**config.mk**
```make
export PLATFORM = sky130hd
export DESIGN_NAME = dttfp_parser
export DESIGN_NICKNAME = d
export VERILOG_FILES = /design/src/sv/dttfp_pkg.sv /design/src/sv/dttfp_parser.sv
export SDC_FILE = /design/constraint.sdc
export NUM_CORES = 1
export LEC_CHECK = 0
export BUFFER_PORTS_ARGS = -buffer_cell sky130_fd_sc_hd__buf_2
export CORE_MARGIN = 4
export CORE_UTILIZATION = 45
export DETAILED_ROUTE_END_ITERATION = 12
export PLACE_DENSITY = 0.65
export SETUP_SLACK_MARGIN = 0.3
export SLEW_MARGIN = 20
export SYNTH_ARGS = -nofsm -noshare
export SYNTH_HDL_FRONTEND = slang
export SYNTH_SLANG_ARGS = --single-unit
```
**constraint.sdc**
```tcl
create_clock -name clock -period 6 [get_ports clock]
set_clock_uncertainty 0.05 [all_clocks]
set_input_delay 0.3 -clock clock [delete_from_list [all_inputs] [get_ports clock]]
set_output_delay 0.3 -clock clock [all_outputs]
set_load 0.1 [all_outputs]
```
**src/sv/dttfp_pkg.sv**
```systemverilog
`timescale 1ns / 1ps

package dttfp_pkg;

   // Character codes recognised by the parser
   localparam logic [7:0] CHAR_ZERO = 8'h30;
   localparam logic [7:0] CHAR_NINE = 8'h39;
   localparam logic [7:0] CHAR_DOT  = 8'h2E;

   // Largest decimal exponent whose power of ten fits in 64 bits
   localparam logic [4:0] MAX_SCALE_EXP  = 5'd19;
   // Fraction digit count saturates here
   localparam logic [4:0] FRAC_COUNT_MAX = 5'd31;

   // One scaling job handed from the parser to the scaler
   typedef struct packed {
      logic [63:0] digits;
      logic [63:0] scale;
      logic        ok;
   } scale_job_type;

   // Ten to the given exponent; exponents above the table give one.
   function automatic logic [63:0] pow10(input logic [4:0] exponent);
      logic [63:0] value;
      case (exponent)
         5'd0:    value = 64'd1;
         5'd1:    value = 64'd10;
         5'd2:    value = 64'd100;
         5'd3:    value = 64'd1000;
         5'd4:    value = 64'd10000;
         5'd5:    value = 64'd100000;
         5'd6:    value = 64'd1000000;
         5'd7:    value = 64'd10000000;
         5'd8:    value = 64'd100000000;
         5'd9:    value = 64'd1000000000;
         5'd10:   value = 64'd10000000000;
         5'd11:   value = 64'd100000000000;
         5'd12:   value = 64'd1000000000000;
         5'd13:   value = 64'd10000000000000;
         5'd14:   value = 64'd100000000000000;
         5'd15:   value = 64'd1000000000000000;
         5'd16:   value = 64'd10000000000000000;
         5'd17:   value = 64'd100000000000000000;
         5'd18:   value = 64'd1000000000000000000;
         5'd19:   value = 64'd10000000000000000000;
         default: value = 64'd1;
      endcase
      return value;
   endfunction

endpackage

```
**src/sv/dttfp_parser.sv**
```systemverilog
`timescale 1ns / 1ps

module dttfp_parser (
   input  logic                    clock,
   input  logic                    reset,
   input  logic [4:0]              decimal_places,
   input  logic                    req_tvalid,
   output logic                    req_tready,
   input  logic [7:0]              req_tdata,   // char_code
   input  logic                    req_tlast,   // end_marker
   output logic                    job_valid,
   input  logic                    job_ready,
   output dttfp_pkg::scale_job_type job
);

   logic [63:0] digits_ff, digits_in;
   logic        range_ff, range_in;
   logic        in_frac_ff, in_frac_in;
   logic [4:0]  frac_count_ff, frac_count_in;
   logic        saw_whole_ff, saw_whole_in;
   logic        malformed_ff, malformed_in;
   logic        job_valid_ff, job_valid_in;
   dttfp_pkg::scale_job_type job_ff, job_in;

   logic        accept;
   logic        is_digit;
   logic [7:0]  char_offset;
   logic [67:0] times_ten_sum;
   logic        text_ok;

   // The job slot frees when it is empty or being handed on
   assign req_tready = !job_valid_ff || job_ready;
   assign accept     = req_tvalid && req_tready;

   // Digit decode and the accumulate step: digits * 10 + digit
   assign is_digit      = (req_tdata >= dttfp_pkg::CHAR_ZERO) &&
                          (req_tdata <= dttfp_pkg::CHAR_NINE);
   assign char_offset   = req_tdata - dttfp_pkg::CHAR_ZERO;
   assign times_ten_sum = ({4'd0, digits_ff} << 3) + ({4'd0, digits_ff} << 1) +
                          {64'd0, char_offset[3:0]};

   // Result checks that do not need the final product
   assign text_ok = saw_whole_ff && !malformed_ff && !range_ff &&
                    (decimal_places <= dttfp_pkg::MAX_SCALE_EXP) &&
                    (frac_count_ff <= decimal_places);

   // Next text state
   always_comb begin
      digits_in     = digits_ff;
      range_in      = range_ff;
      in_frac_in    = in_frac_ff;
      frac_count_in = frac_count_ff;
      saw_whole_in  = saw_whole_ff;
      malformed_in  = malformed_ff;
      if (accept) begin
         if (req_tlast) begin
            digits_in     = '0;
            range_in      = 1'b0;
            in_frac_in    = 1'b0;
            frac_count_in = '0;
            saw_whole_in  = 1'b0;
            malformed_in  = 1'b0;
         end else if (is_digit) begin
            if (!range_ff) begin
               if (times_ten_sum[67:64] != 4'd0) begin
                  range_in = 1'b1;
               end else begin
                  digits_in = times_ten_sum[63:0];
               end
            end
            if (in_frac_ff) begin
               if (frac_count_ff != dttfp_pkg::FRAC_COUNT_MAX) begin
                  frac_count_in = frac_count_ff + 5'd1;
               end
            end else begin
               saw_whole_in = 1'b1;
            end
         end else if ((req_tdata == dttfp_pkg::CHAR_DOT) && !in_frac_ff) begin
            in_frac_in = 1'b1;
         end else begin
            malformed_in = 1'b1;
         end
      end
   end

   // Job slot control and contents
   always_comb begin
      job_valid_in = job_valid_ff;
      if (accept && req_tlast) begin
         job_valid_in = 1'b1;
      end else if (job_ready) begin
         job_valid_in = 1'b0;
      end
      job_in        = job_ff;
      if (accept && req_tlast) begin
         job_in.digits = digits_ff;
         job_in.scale  = dttfp_pkg::pow10(decimal_places - frac_count_ff);
         job_in.ok     = text_ok;
      end
   end

   always_ff @(posedge clock) begin
      if (reset) begin
         digits_ff     <= '0;
         range_ff      <= 1'b0;
         in_frac_ff    <= 1'b0;
         frac_count_ff <= '0;
         saw_whole_ff  <= 1'b0;
         malformed_ff  <= 1'b0;
         job_valid_ff  <= 1'b0;
      end else begin
         digits_ff     <= digits_in;
         range_ff      <= range_in;
         in_frac_ff    <= in_frac_in;
         frac_count_ff <= frac_count_in;
         saw_whole_ff  <= saw_whole_in;
         malformed_ff  <= malformed_in;
         job_valid_ff  <= job_valid_in;
      end
   end

   always_ff @(posedge clock) begin
      job_ff <= job_in;
   end

   assign job_valid = job_valid_ff;
   assign job       = job_ff;

endmodule

```
* Word-level counts from Yosys, hierarchy flattened *
Memory sizes are Yosys's and may differ from the RTL's. A register that Yosys moved wholly into a read port is not among the register bits.
Cells that the tools add are included.

cells by class
  reduce and logical (&&, ||, !) cells = 25
  $lt $le $gt $ge = 4
  add/sub/neg operators = 5
  muxes and demuxes = 23
  equality and inequality tests = 7

operator list
  operator             count
  $mux 64              4
  $add 67x65->68       1
  $add 68x4->68        1
  $mux 5               4
  $mux 1               15
  $ne 2x2->1 const B   5
  $reduce_bool 2->1    5
  $reduce_and 3->1     3
  $eq 8x6->1 const B   1
  $ge 8x6->1 const B   1
  $le 8x6->1 const B   1
  $logic_and 1x1->1    8
  $reduce_and 4->1     2
  $add 5x1->5 const B  1
  $le 5x5->1           1
  $le 5x5->1 const B   1
  $ne 5x5->1 const B   1
  $sub 5x5->5          1
  $logic_not 1->1      4
  $reduce_bool 4->1    1
  $sub 4x1->4 const B  1
  $reduce_and 2->1     1
  $logic_or 1x1->1     1

storage, ports and cells
  bits in read-only memories = 1,888
  memories = 1
  bits of input ports = 18
  register bits = 203
  output and inout port bits = 131

memories
  name             depth  bits a word  read ports  clocked after Yosys merged registers in  write ports  RTL line         RTL
  (no name shown)  32     59           1           1                                        0            dttfp_pkg.sv:25  case (exponent)

* Longest topological paths before layout *
Gate-level depths: netlist of run 1.

  depth in word-level cells = 7
  depth in mapped cells = 17

* Worst setup path after synthesis of run 1 *
Ideal clock, no wire load.

  path kind = reg2reg
  from = register job_valid_ff, in the netlist job_valid
  to = register digits_ff[23]
  data arrival time = 6.048 ns
  clock period less this slack = 6.157 ns
  buffers on the path = 1
  slack = -0.157 ns
  cell stages (with the launch flop) = 8
  required time = 5.891 ns
  cell sequence = dfxtp_1 nand2b_1 and2_1 nand2_1 clkinv_1 nor3_4 buf_6 a22o_1

on the way
  longest elaborated chain between the ends = 4

ends and longest elaborated chain
  element                     RTL line             RTL
  start: declaration          dttfp_parser.sv:22   logic job_valid_ff, job_valid_in;
  start signal: assignment    dttfp_parser.sv:118  job_valid_ff <= job_valid_in;
  $logic_not 1->1             dttfp_parser.sv:32   assign req_tready = !job_valid_ff || job_ready;
  $logic_or 1x1->1            dttfp_parser.sv:32
  via req_tready              dttfp_parser.sv:8    output logic req_tready,
  $logic_and 1x1->1           dttfp_parser.sv:33   assign accept = req_tvalid && req_tready;
  $reduce_and 4->1 (no line)  -
  end signal: assignment      dttfp_parser.sv:112  digits_ff <= digits_in;
  end: declaration            dttfp_parser.sv:16   logic [63:0] digits_ff, digits_in;

The timed path passes the listed nets, and every way through them passes these cells.
A chain may end at the register's enable or synchronous reset.

* Worst setup path in the final report of run 1 *
  from = register digits_ff[0]
  to = register digits_ff[28]

on the way
  longest elaborated chain between the ends = 6
  elaborated cells between the ends (all ways) = 9

ends and longest elaborated chain
  element             RTL line            RTL
  $add 67x65->68 (*)  dttfp_parser.sv:39  assign times_ten_sum = ({4'd0, digits_ff} << 3) + ({4'd0, digits_ff} << 1) +
  $add 68x4->68 (*)   dttfp_parser.sv:39
  $mux 64             dttfp_parser.sv:65  if (times_ten_sum[67:64] != 4'd0) begin
  $mux 64             dttfp_parser.sv:64  if (!range_ff) begin
  $mux 64             dttfp_parser.sv:63  end else if (is_digit) begin
  $mux 64             dttfp_parser.sv:56  if (req_tlast) begin

Every way passes the cells marked *; elsewhere a longest branch is shown, timed or not. The select of a mux whose other input is x is not followed.

==> results of run 1 <==
==> flip-flops by register name (all words and copies together) (netlist names) <==
signal	count
saw_whole_ff	1
job	119
digits_ff	64
job_valid	1
malformed_ff	1
in_frac_ff	1
frac_count_ff	5
range_ff	1
==> routing by layer <==
layer	up-vias	share of wire, %	track usage (%)
met5	-	0.028	0
met4	2	1.4	5.22
met3	42	4.9	3.43
met2	308	45	32.6
met1	4812	49	30.2
li1	4927	-	-
==> worst max-delay path by stage <==
| stage | slack (ns) | cells past startpoint | start | end |
|---|---|---|---|---|
| 3_3_place_gp | 1.51 | 17 | req_tdata[3] | digits_ff[30]$_SDFFE_PP0P_ |
| 5_1_grt | 0.91 | 16 | digits_ff[0]$_SDFFE_PP0P_ | digits_ff[23]$_SDFFE_PP0P_ |
| 2_1_floorplan | 1.44 | 7 | job_valid$_SDFFE_PP0P_ | digits_ff[23]$_SDFFE_PP0P_ |
| 3_5_place_dp | 1.31 | 17 | req_tdata[3] | digits_ff[28]$_SDFFE_PP0P_ |
| 6_report | 1.37 | 16 | digits_ff[0]$_SDFFE_PP0P_ | digits_ff[28]$_SDFFE_PP0P_ |
| 4_1_cts | 1.33 | 16 | digits_ff[0]$_SDFFE_PP0P_ | digits_ff[28]$_SDFFE_PP0P_ |
==> through the flow <==
step	util [%]	power, mW	hold WS, ns	worst slack (ns)
after floorplan	-	1.87	0.375	1.44
after global placement	48.8	1.95	0.393	1.51
after detailed placement	48.8	1.95	0.408	1.31
after CTS	51.2	3.18	0.0350	1.33
after global routing	51.2	3.25	0.0450	0.914
final	51.2	3.15	0.0460	1.37
==> power breakdown <==
group | internal [mW] | switching [mW] | total (mW) | leakage, nW
combinational | 0.0643 | 0.395 | 0.459 | 3.75
sequential | 1.44 | 0.0106 | 1.46 | 1.75
clock | 0.594 | 0.644 | 1.24 | 0.311
==> cell families (layout without fill, tap and decap cells) <==
family	Yosys count	count (layout)	share of synthesized area, %
other	1	5	0.0307
xor gates and xnor gates	68	68	4.87
buffers and inverters	106	213	3.92
and+or+nand+nor	388	388	16.0
muxes	4	4	0.328
adders and majority gates	145	145	15.0
DFF	193	193	41.4
AOI/OAI and AO/OA	359	359	18.5
==> synthesized netlist by cell type (all sizes together) (11+ instances only) <==
cell,instances
a21oi,143
ha,142
edfxtp,119
nand2,100
nor2,80
dfxtp,74
o21ai,62
nand3,55
clkbuf,47
or3,39
xnor2,39
buf,29
inv,29
xor2,29
nand4,26
a21o,25
nor3,20
o21a,15
o21bai,15
a22o,14
and3,13
a211oi,11
nand2b,11
==> area by class of cell <==
| type | count | share of cell area [%] |
|---|---|---|
| clock inverter | 15 | 1.59 |
| clock buffer | 17 | 3.10 |
| tap | 341 | 3.11 |
| inverter | 30 | 0.857 |
| timing repair buffer | 151 | 5.65 |
| sequential | 193 | 36.8 |
| multi-input combinational | 969 | 48.9 |
==> reports/qor.yml, run 1 <==
netlist_area_um2: 12200
cts_hold_buf: 0
drtIter0Drc: 732
floorplan.initialDensity_pct: 45.6
final_common_cell: "buf_2"
wirelength_um: 31600
hold_path.class: "in2reg"
fin_crit_sh_pct: 77.2
cts_buffers: 17
min_from: "req_tdata[0]"
hold_violations: 0
slowest_delay_ns: 0.50
holdPathEnd: "digits_ff[0]$_SDFFE_PP0P_"
rsz0062_at_grt: "false"
yosysUniqueCellTypes: 76
final_nets: 1525
dr.pass1.iters: 6
io-pin-count: 149
ant_nets: 0
critical_path_class: "reg2reg"
multi_input_area_um2: 6700
path_buf_inv: 3
grt_max_degree: 85
grtUsageTotal_pct: 20.8
yosysTopAreaCellShare_pct: 29.2
fmax_mhz: 216
status: "finished clean"
synth_top_cell_by_area: "edfxtp_1"
postLayoutCellArea_um2: 13700
io_buffers: 143
worstPathRequired_ns: 6.33
ys_seq_area_share_pct: 41.4
cp-end-kind: "flop"
hold_path_depth: 2
die_area_um2: 29900
timing.setup.tns_ns: 0
slew_headroom_pct: 30.9
ys_async_sr_fraction_pct: 0
grt_first_pass_wirelength_um: 51800
max_cap_violations: 0
ys_top_cells_by_area: "edfxtp_1, ha_1, dfxtp_1, a21oi_1, nand2_1"
dp_cells: 1684
cts-resized-gates: 0
root_buffer: "clkbuf_16"
powerDensity_nw_per_um2: 230
drc_errors: 0
route.vias.total: 10100
die_width_um: 173
nFillCells: 2505
antenna_found_initial: 1
slew_viol_final: 0
netlist_instances: 1264
place_congestion: 0.875
grt_pass1_vias: 9706
synth_area_per_cell_um2: 9.67
n_antenna_cell: 0
critPathSlowestCell: "fa_1"
r2r-end: "digits_ff[28]$_SDFFE_PP0P_"
path_clk_slew_ns: 0.08
worstMarginPinSlew_ns: 1.03
place_area_um2: 13100
register_area_um2: 5050
leakage_nw: 5.81
clkLatencyLatePin_ns: 0.45
tritoncts: "built"
synth_warnings: 0
fp.dieH_um: 173
crit_fanout: 43
layoutNonFillerInstCount: 1716
synth_edf_count: 119
ys_seq_elements: 193
ir_worst_vdd_mv: 0.169
cpLargestDelayFamily: "compound AO/OA/AOI/OAI gates"
area_delta_synth_final_pct: 12.3
fin_crit_ns: 4.63
num_rows: 60
hpwl_um: 23200
via_per_inst: 5.88
reg2reg_depth: 16
core_um2: 26800
setup_viol: 0
startpoint_type: "flop"
overflow: 0
ff2ff_setup_slack_ns: 1.37
path_cells: "inv_1, fa_1, fa_1, nand2b_1, a21oi_1, o21ai_2, o31ai_1, a21oi_1, o21ai_1, a41oi_1, xor2_1, nand4_1, buf_4, nor2_1, buf_4, a22o_1"
critPathArrivalTime_ns: 4.97
layout_common_cells: "buf_2, a21oi_1, ha_1"
r2r-start: "digits_ff[0]$_SDFFE_PP0P_"
htreeDepth: 4
post_route_cells_drive_above_1_share_pct: 14.7
cts_sinks: 193
wl_per_cell_um: 18.4
clk_path_buf_depth: 2
synth_flop_cell: "edfxtp_1"
post_cts_buffers: 0
(Power assumes the default switching activity.)
==> inputs of run 2 (changes only) <==
--- a/config.mk
+++ b/config.mk
@@ -5,11 +5,12 @@
 export SDC_FILE = /design/constraint.sdc
 export NUM_CORES = 1
 export LEC_CHECK = 0
+export ABC_AREA = 1
 export BUFFER_PORTS_ARGS = -buffer_cell sky130_fd_sc_hd__buf_2
 export CORE_MARGIN = 4
 export CORE_UTILIZATION = 45
 export DETAILED_ROUTE_END_ITERATION = 12
-export PLACE_DENSITY = 0.65
+export PLACE_DENSITY = 0.67
 export SETUP_SLACK_MARGIN = 0.3
 export SLEW_MARGIN = 20
 export SYNTH_ARGS = -nofsm -noshare
==> constraint.sdc (replaced) <==
create_clock -name clock -period 4.19 [get_ports clock]
set_clock_uncertainty 0.05 [all_clocks]
set_input_delay 0.2095 -clock clock [delete_from_list [all_inputs] [get_ports clock]]
set_output_delay 0.2095 -clock clock [all_outputs]
set_load 0.1 [all_outputs]
==> run 2 against run 1 <==
Compared with the run above: worst setup slack worse by 0.82 ns; via count grew 29%; clock power rose by 44%; fmax grew 27%; count of clock-buffer cells in the layout stayed put; wire length is 28% higher; combinational power grew to 2.9 times the previous value; largest cell class unchanged; largest power group unchanged.
==> reports/qor.yml, run 2 <==
status: "finished clean"
die_width_um: 183  # +6.0%
grt_pass1_vias: 12100  # +24%
worstMarginPinSlew_ns: 0.865  # -0.165 ns
setup_viol: 0  # unchanged
drc_errors: 0  # unchanged
htreeDepth: 4  # unchanged
combPwrFrac_pct: 24.7  # +10 points
antenna_found_initial: 0  # -1
via_per_inst: 5.26  # -11%
ys_seq_elements: 193  # unchanged
route.vias.total: 13000  # +29%
netlist_area_um2: 13800  # +13%
io_buffers: 143  # unchanged
dr.pass1.iters: 6  # unchanged
yosysUniqueCellTypes: 45  # -41%
hold_path.class: "in2reg"
n_antenna_cell: 0  # unchanged
rsz0062_at_grt: "false"
finalPower_mw: 5.29  # +68%
ys_seq_area_share_pct: 36.6  # -4.7 points
post_cts_buffers: 0  # unchanged
synth_compound_area_share_pct: 10.1  # -8.4 points
yosysTopAreaCellShare_pct: 25.9  # -3.3 points
critPathArrivalTime_ns: 3.99  # -0.98 ns
fin_crit_sh_pct: 86.8  # +9.6 points
die_area_um2: 33500  # +12%
max_cap_violations: 0  # unchanged
slew_headroom_pct: 42.1  # +11 points
final_nets: 2230  # +46%
powerDensity_nw_per_um2: 340  # +48%
largest_reg_flops: 119  # unchanged
synth_area_per_cell_um2: 7.13  # -26%
yosysMostFrequentCell: "nand2_1"
synth_edf_count: 119  # unchanged
hpwl_um: 31600  # +36%
clk_path_buf_depth: 2  # unchanged
path_clk_slew_ns: 0.08  # about the same
synthTopCellsByCount: "nand2_1, nor2_1, inv_1"
synth_warnings: 0  # unchanged
cp-end-kind: "flop"
netlist_instances: 1935  # +53%
ys_top_cells_by_area: "edfxtp_1, nand2_1, ha_1, dfxtp_1, nor2_1"
cts_buffers: 17  # unchanged
overflow: 0  # unchanged
tritoncts: "built"
place_congestion: 0.955  # +9.2%
grtUsageTotal_pct: 23.9  # +3.1 points
synth_flop_cell: "edfxtp_1"
grt_max_degree: 122  # +44%
critical_path_class: "reg2reg"
p_sw_share_pct: 38.0  # +4.7 points
crit_fanout: 11  # -74%
io-pin-count: 149  # unchanged
pre_cts_slack_ns: 0.530  # -0.775 ns
root_buffer: "clkbuf_16"
timing.setup.tns_ns: 0  # unchanged
layout_common_cells: "nand2_1, nor2_1, inv_1"
wl_per_cell_um: 16.4  # -11%
fp.dieH_um: 183  # +6.0%
clkLatencyLatePin_ns: 0.47  # +0.02 ns
ys_async_sr_fraction_pct: 0  # unchanged
internal_power_mw: 3.28  # +56%
post_route_cells_drive_above_1_share_pct: 12.3  # -2.4 points
slew_viol_final: 0  # unchanged
ant_nets: 0  # unchanged
num_rows: 63  # +5.0%
drtIter0Drc: 1080  # +48%
muxShareOfSynthArea_pct: 0  # -0.33 points
hold_violations: 0  # unchanged
synthAdderAreaFrac_pct: 13.3  # -1.7 points
final_common_cell: "nand2_1"
synth_top_family_by_area: "simple AND/OR/NAND/NOR gates"
clkPwrFrac_pct: 33.6  # -5.7 points
area_delta_synth_final_pct: 12.8
power_frac_seq_pct: 41.7  # -4.5 points
leakage_nw: 7.73  # +33%
startpoint_type: "flop"
floorplan.initialDensity_pct: 46.1  # +0.47 points
timing.final.ws_setup_ns: 0.551  # -0.817 ns
fin_crit_ns: 3.64  # -0.993 ns
synthXorXnorAreaFrac_pct: 0.245  # -4.6 points
yosys.area_share.simple_pct: 30.9  # +15 points
switchingPower_mw: 2.01  # +91%
fmax_mhz: 275  # +27%
synth_top_cell_by_area: "edfxtp_1"
core_um2: 30000  # +12%
utilization_pct: 52.0  # +0.78 points
ir_worst_vdd_mv: 0.280  # +66%
wirelength_um: 40400  # +28%
cts_sinks: 193  # unchanged
grt_first_pass_wirelength_um: 64000  # +24%
worstPathRequired_ns: 4.54  # -1.79 ns
-- run 2: changes by cell type after synthesis, sizes merged, moves of 38 or more --
cell,before,now
nand2,100,559
inv,29,249
nor2,80,288
nand3,55,129
or3,39,0
xnor2,39,1
-- run 2: per-layer routing --
layer	part of all wire, %	up-vias	track usage (%)
li1	-	6566	-
met1	47	5906	34.4
met2	44	461	38.1
met3	6.7	53	3.31
met4	2.0	0	6.14
met5	0	-	0
-- run 2: logic make-up after synthesis --
group,count (synthesis)
other,1
AND/OR/NAND/NOR,1039
adder cells (fa/ha/maj),145
XOR/XNOR,3
flip-flops,193
buffers and inverters,298
AO/OA/AOI/OAI,256
-- run 2: final cells by class --
class / count / area (um^2)
repair buffers: 158 / 860
fillers: 2985 / 14400
inverters: 249 / 938
clock inverters: 15 / 216
multi-input cells: 1448 / 7580
clock buffers: 17 / 425
well taps: 390 / 488
flip-flops and latches: 193 / 5060
-- run 2: timing repair --
item,4_1_cts,5_1_grt
gates resized for setup,0,7
hold buffers,0,0
setup endpoints to repair,0,59
-- run 2: worst paths after layout --
kind	from	to	slack, ns	cells past startpoint
worst min-delay path	reset	digits_ff[0]$_SDFFE_PP0P_	0.02	2
worst max-delay path	digits_ff[0]$_SDFFE_PP0P_	digits_ff[46]$_SDFFE_PP0P_	0.55	19
worst min register to register	frac_count_ff[2]$_SDFFE_PP0P_	frac_count_ff[2]$_SDFFE_PP0P_	0.43	1
worst max register to register	digits_ff[0]$_SDFFE_PP0P_	digits_ff[46]$_SDFFE_PP0P_	0.55	19
-- run 2: stage by stage --
step	cell area [um^2]	instances	hold slack, ns
after floorplan	13900	1939	0.373
after global placement	14900	2438	0.395
after global routing	15600	2470	0.0118
after CTS	15500	2470	0.00739
after detailed placement	14900	2438	0.408
final	15600	2470	0.0192
-- run 2: power by group through the flow --
stage          clock [mW]  sequential, mW  combinational (mW)
6_report             1.78            2.21                1.31
5_1_grt              1.88            2.22                1.42
4_1_cts              1.80            2.21                1.30
3_5_place_dp            0            2.25                1.29
3_3_place_gp            0            2.25                1.28
2_1_floorplan           0            2.65               0.634
-- run 2: critical path: stages, from the launching register on --
cell and delay (ns):
dfxtp_1 0.37, inv_1 0.07, fa_1 0.52, fa_1 0.46, inv_1 0.08, nand4_1 0.09, nand2_1 0.19, nand2_1 0.08
nand2_1 0.19, nand2_1 0.09, nand2_2 0.17, nand2_1 0.10, nand3_1 0.08, nand2_1 0.09, nor2_2 0.18, nand3_4 0.18
nand2_1 0.17, buf_4 0.23, nor2_1 0.06, nor2_1 0.11
==> inputs of run 3 (changes only) <==
--- a/config.mk
+++ b/config.mk
@@ -10,6 +10,7 @@
 export CORE_MARGIN = 4
 export CORE_UTILIZATION = 45
 export DETAILED_ROUTE_END_ITERATION = 12
+export HOLD_SLACK_MARGIN = 0.12
 export PLACE_DENSITY = 0.67
 export SETUP_SLACK_MARGIN = 0.3
 export SLEW_MARGIN = 20
==> run 3 against run 2 <==
Compared with the run above: count of clock-buffer cells in the layout unchanged; sequential cell count is the same; worst hold slack better by 0.12 ns; clock power about the same; core utilization grew 0.21 points; wire length barely moved; die area did not move; sequential share of layout area shrank 0.12 points; first-iteration DRC count shrank 7.9%; critical endpoint is now digits_ff[0]$_SDFFE_PP0P_; combinational power barely moved; global-route usage about the same; cell count up 0.28%.
==> reports/qor.yml, run 3 (synthesis gave the netlist of run 2 again) <==
status: "finished clean"
setup_viol: 0  # unchanged
rsz0062_at_grt: "false"
overflow: 0  # unchanged
root_buffer: "clkbuf_16"
critical_path_class: "reg2reg"
finalPower_mw: 5.29  # about the same
place_congestion: 0.955  # unchanged
use_met2_pct: 38.2  # +0.089 points
critPathSlowestCell: "dlygate4sd3_1"
hold_path.class: "in2reg"
route.vias.total: 13000  # -0.023%
cpLargestDelayFamily: "simple AND/OR/NAND/NOR gates"
io-pin-count: 149  # unchanged
leakage_nw: 7.75  # +0.33%
fin_crit_sh_pct: 88.5  # +1.6 points
r2r-start: "digits_ff[2]$_SDFFE_PP0P_"
floorplan.initialDensity_pct: 46.1  # unchanged
register_area_um2: 5060  # about the same
hold_violations: 0  # unchanged
grt_busiest_layer: "met2"
cts_sinks: 193  # unchanged
ir_worst_vdd_mv: 0.279  # -0.52%
cts_buffers: 17  # unchanged
ant_nets: 0  # unchanged
use_met1_pct: 34.4  # about the same
grt_first_pass_wirelength_um: 64100  # +0.17%
path_clk_slew_ns: 0.08  # about the same
clkPwrFrac_pct: 33.5  # about the same
critPathArrivalTime_ns: 4.00  # about the same
final_nets: 2237  # +0.31%
dr.pass1.iters: 8  # +2
cp-end-kind: "flop"
htreeDepth: 4  # unchanged
core_um2: 30000  # unchanged
use_met3_pct: 3.31  # unchanged
antenna_found_initial: 0  # unchanged
path_cells: "inv_1, fa_2, fa_1, inv_1, nand4_1, nand2_2, nand2_1, nand2_1, nand2_1, nand2_2, nand2_1, nand3_1, nand2_1, nor2_2, nand3_4, nand3_1, a21oi_1, dlygate4sd3_1"
area_delta_synth_final_pct: 13.3
tritoncts: "built"
n_antenna_cell: 0  # unchanged
internal_power_mw: 3.28  # about the same
num_rows: 63  # unchanged
worstMarginPinSlew_ns: 0.865  # +0.000227 ns
postLayoutCellArea_um2: 15600  # +0.41%
slew_viol_final: 0  # unchanged
fp.dieH_um: 183  # unchanged
hpwl_um: 31600  # unchanged
drtIter0Drc: 995  # -7.9%
via_per_inst: 5.24  # -0.31%
crit_fanout: 7  # -4
switchingPower_mw: 2.00  # -0.27%
io_buffers: 143  # unchanged
final_common_cell: "nand2_1"
slew_headroom_pct: 42.1  # about the same
grt_pass1_vias: 12100  # +0.22%
grt_max_degree: 122  # unchanged
grtUsageTotal_pct: 23.9  # +0.029 points
wl_per_cell_um: 16.3  # -0.33%
clkLatencyLatePin_ns: 0.47  # about the same
worstSetupStartpoint: "digits_ff[2]$_SDFFE_PP0P_"
path_buf_inv: 3  # unchanged
clk_path_buf_depth: 2  # unchanged
die_width_um: 183  # unchanged
worstPathRequired_ns: 4.49  # -0.05 ns
die_area_um2: 33500  # unchanged
p_sw_share_pct: 37.9  # -0.078 points
max_cap_violations: 0  # unchanged
cpMostUsedCell: "nand2_1"
startpoint_type: "flop"
nFillCells: 2978  # -0.23%
slowest_delay_ns: 0.57  # +0.05 ns
drc_errors: 0  # unchanged
power_frac_seq_pct: 41.8  # about the same
fmax_mhz: 270  # -1.8%
combPwrFrac_pct: 24.7  # about the same
min_from: "req_tvalid"
powerDensity_nw_per_um2: 338  # -0.47%
place_area_um2: 14900  # unchanged
multi_input_area_um2: 7600  # +0.20%
timing.setup.tns_ns: 0  # unchanged
wirelength_um: 40400  # about the same
layout_common_cells: "nand2_1, nor2_1, inv_1"
post_route_cells_drive_above_1_share_pct: 12.7  # +0.44 points
fin_crit_ns: 3.71  # +0.0677 ns
largest_reg_flops: 119  # unchanged
## run 3: area by class of cell
cell class,instances,area share (%)
Sequential cell,193,32.4
Inverter,249,6.00
Clock inverter,15,1.38
Clock buffer,17,2.72
Timing Repair Buffer,165,5.79
Tap cell,390,3.12
Multi-Input combinational cell,1448,48.6
## run 3: worst register-to-register path, cell delays in order, from the launching register on
cell	delay [ns]
dfxtp_2	0.34
inv_1	0.09
fa_2	0.48
fa_1	0.45
inv_1	0.08
nand4_1	0.10
nand2_2	0.14
nand2_1	0.07
nand2_1	0.18
nand2_1	0.10
nand2_2	0.17
nand2_1	0.10
nand3_1	0.08
nand2_1	0.10
nor2_2	0.18
nand3_4	0.15
nand3_1	0.11
a21oi_1	0.07
dlygate4sd3_1	0.57
## run 3: stage by stage
step / setup slack, ns / std cells / util [%] / hold WS, ns
floorplan: 0.287 / 1939 / - / 0.373
global placement: 0.561 / 2438 / 49.7 / 0.395
detailed placement: 0.530 / 2438 / 49.7 / 0.408
CTS: 0.335 / 2475 / 52.0 / 0.125
global route: 0.317 / 2477 / 52.2 / 0.164
finish: 0.484 / 2477 / 52.2 / 0.136
## run 3: what timing repair did
action	CTS	global route
endpoints found under the hold margin	8	0
resized for setup	0	10
buffers inserted	0	2
hold buffers	5	0
setup endpoints to repair	0	60
## run 3: power groups by stage
stage,Clock (mW),Combinational (mW),Sequential [mW]
6_report,1.77,1.31,2.21
5_1_grt,1.88,1.42,2.22
4_1_cts,1.80,1.30,2.21
3_5_place_dp,0,1.29,2.25
3_3_place_gp,0,1.28,2.25
2_1_floorplan,0,0.634,2.65
## run 3: final timing paths
kind                                    end  slack, ns  depth (start not counted)
setup reg to reg  digits_ff[0]$_SDFFE_PP0P_       0.48                         18
hold / removal      in_frac_ff$_SDFFE_PP0P_       0.14                          4
hold reg to reg           job[67]$_DFFE_PP_       0.41                          0
setup / recovery  digits_ff[0]$_SDFFE_PP0P_       0.48                         18
## run 3: routing by layer
metal	wire (um)	share of wire, %
met4	853	2.1
met3	2760	6.8
met5	0	0
met2	17800	44
met1	18900	47
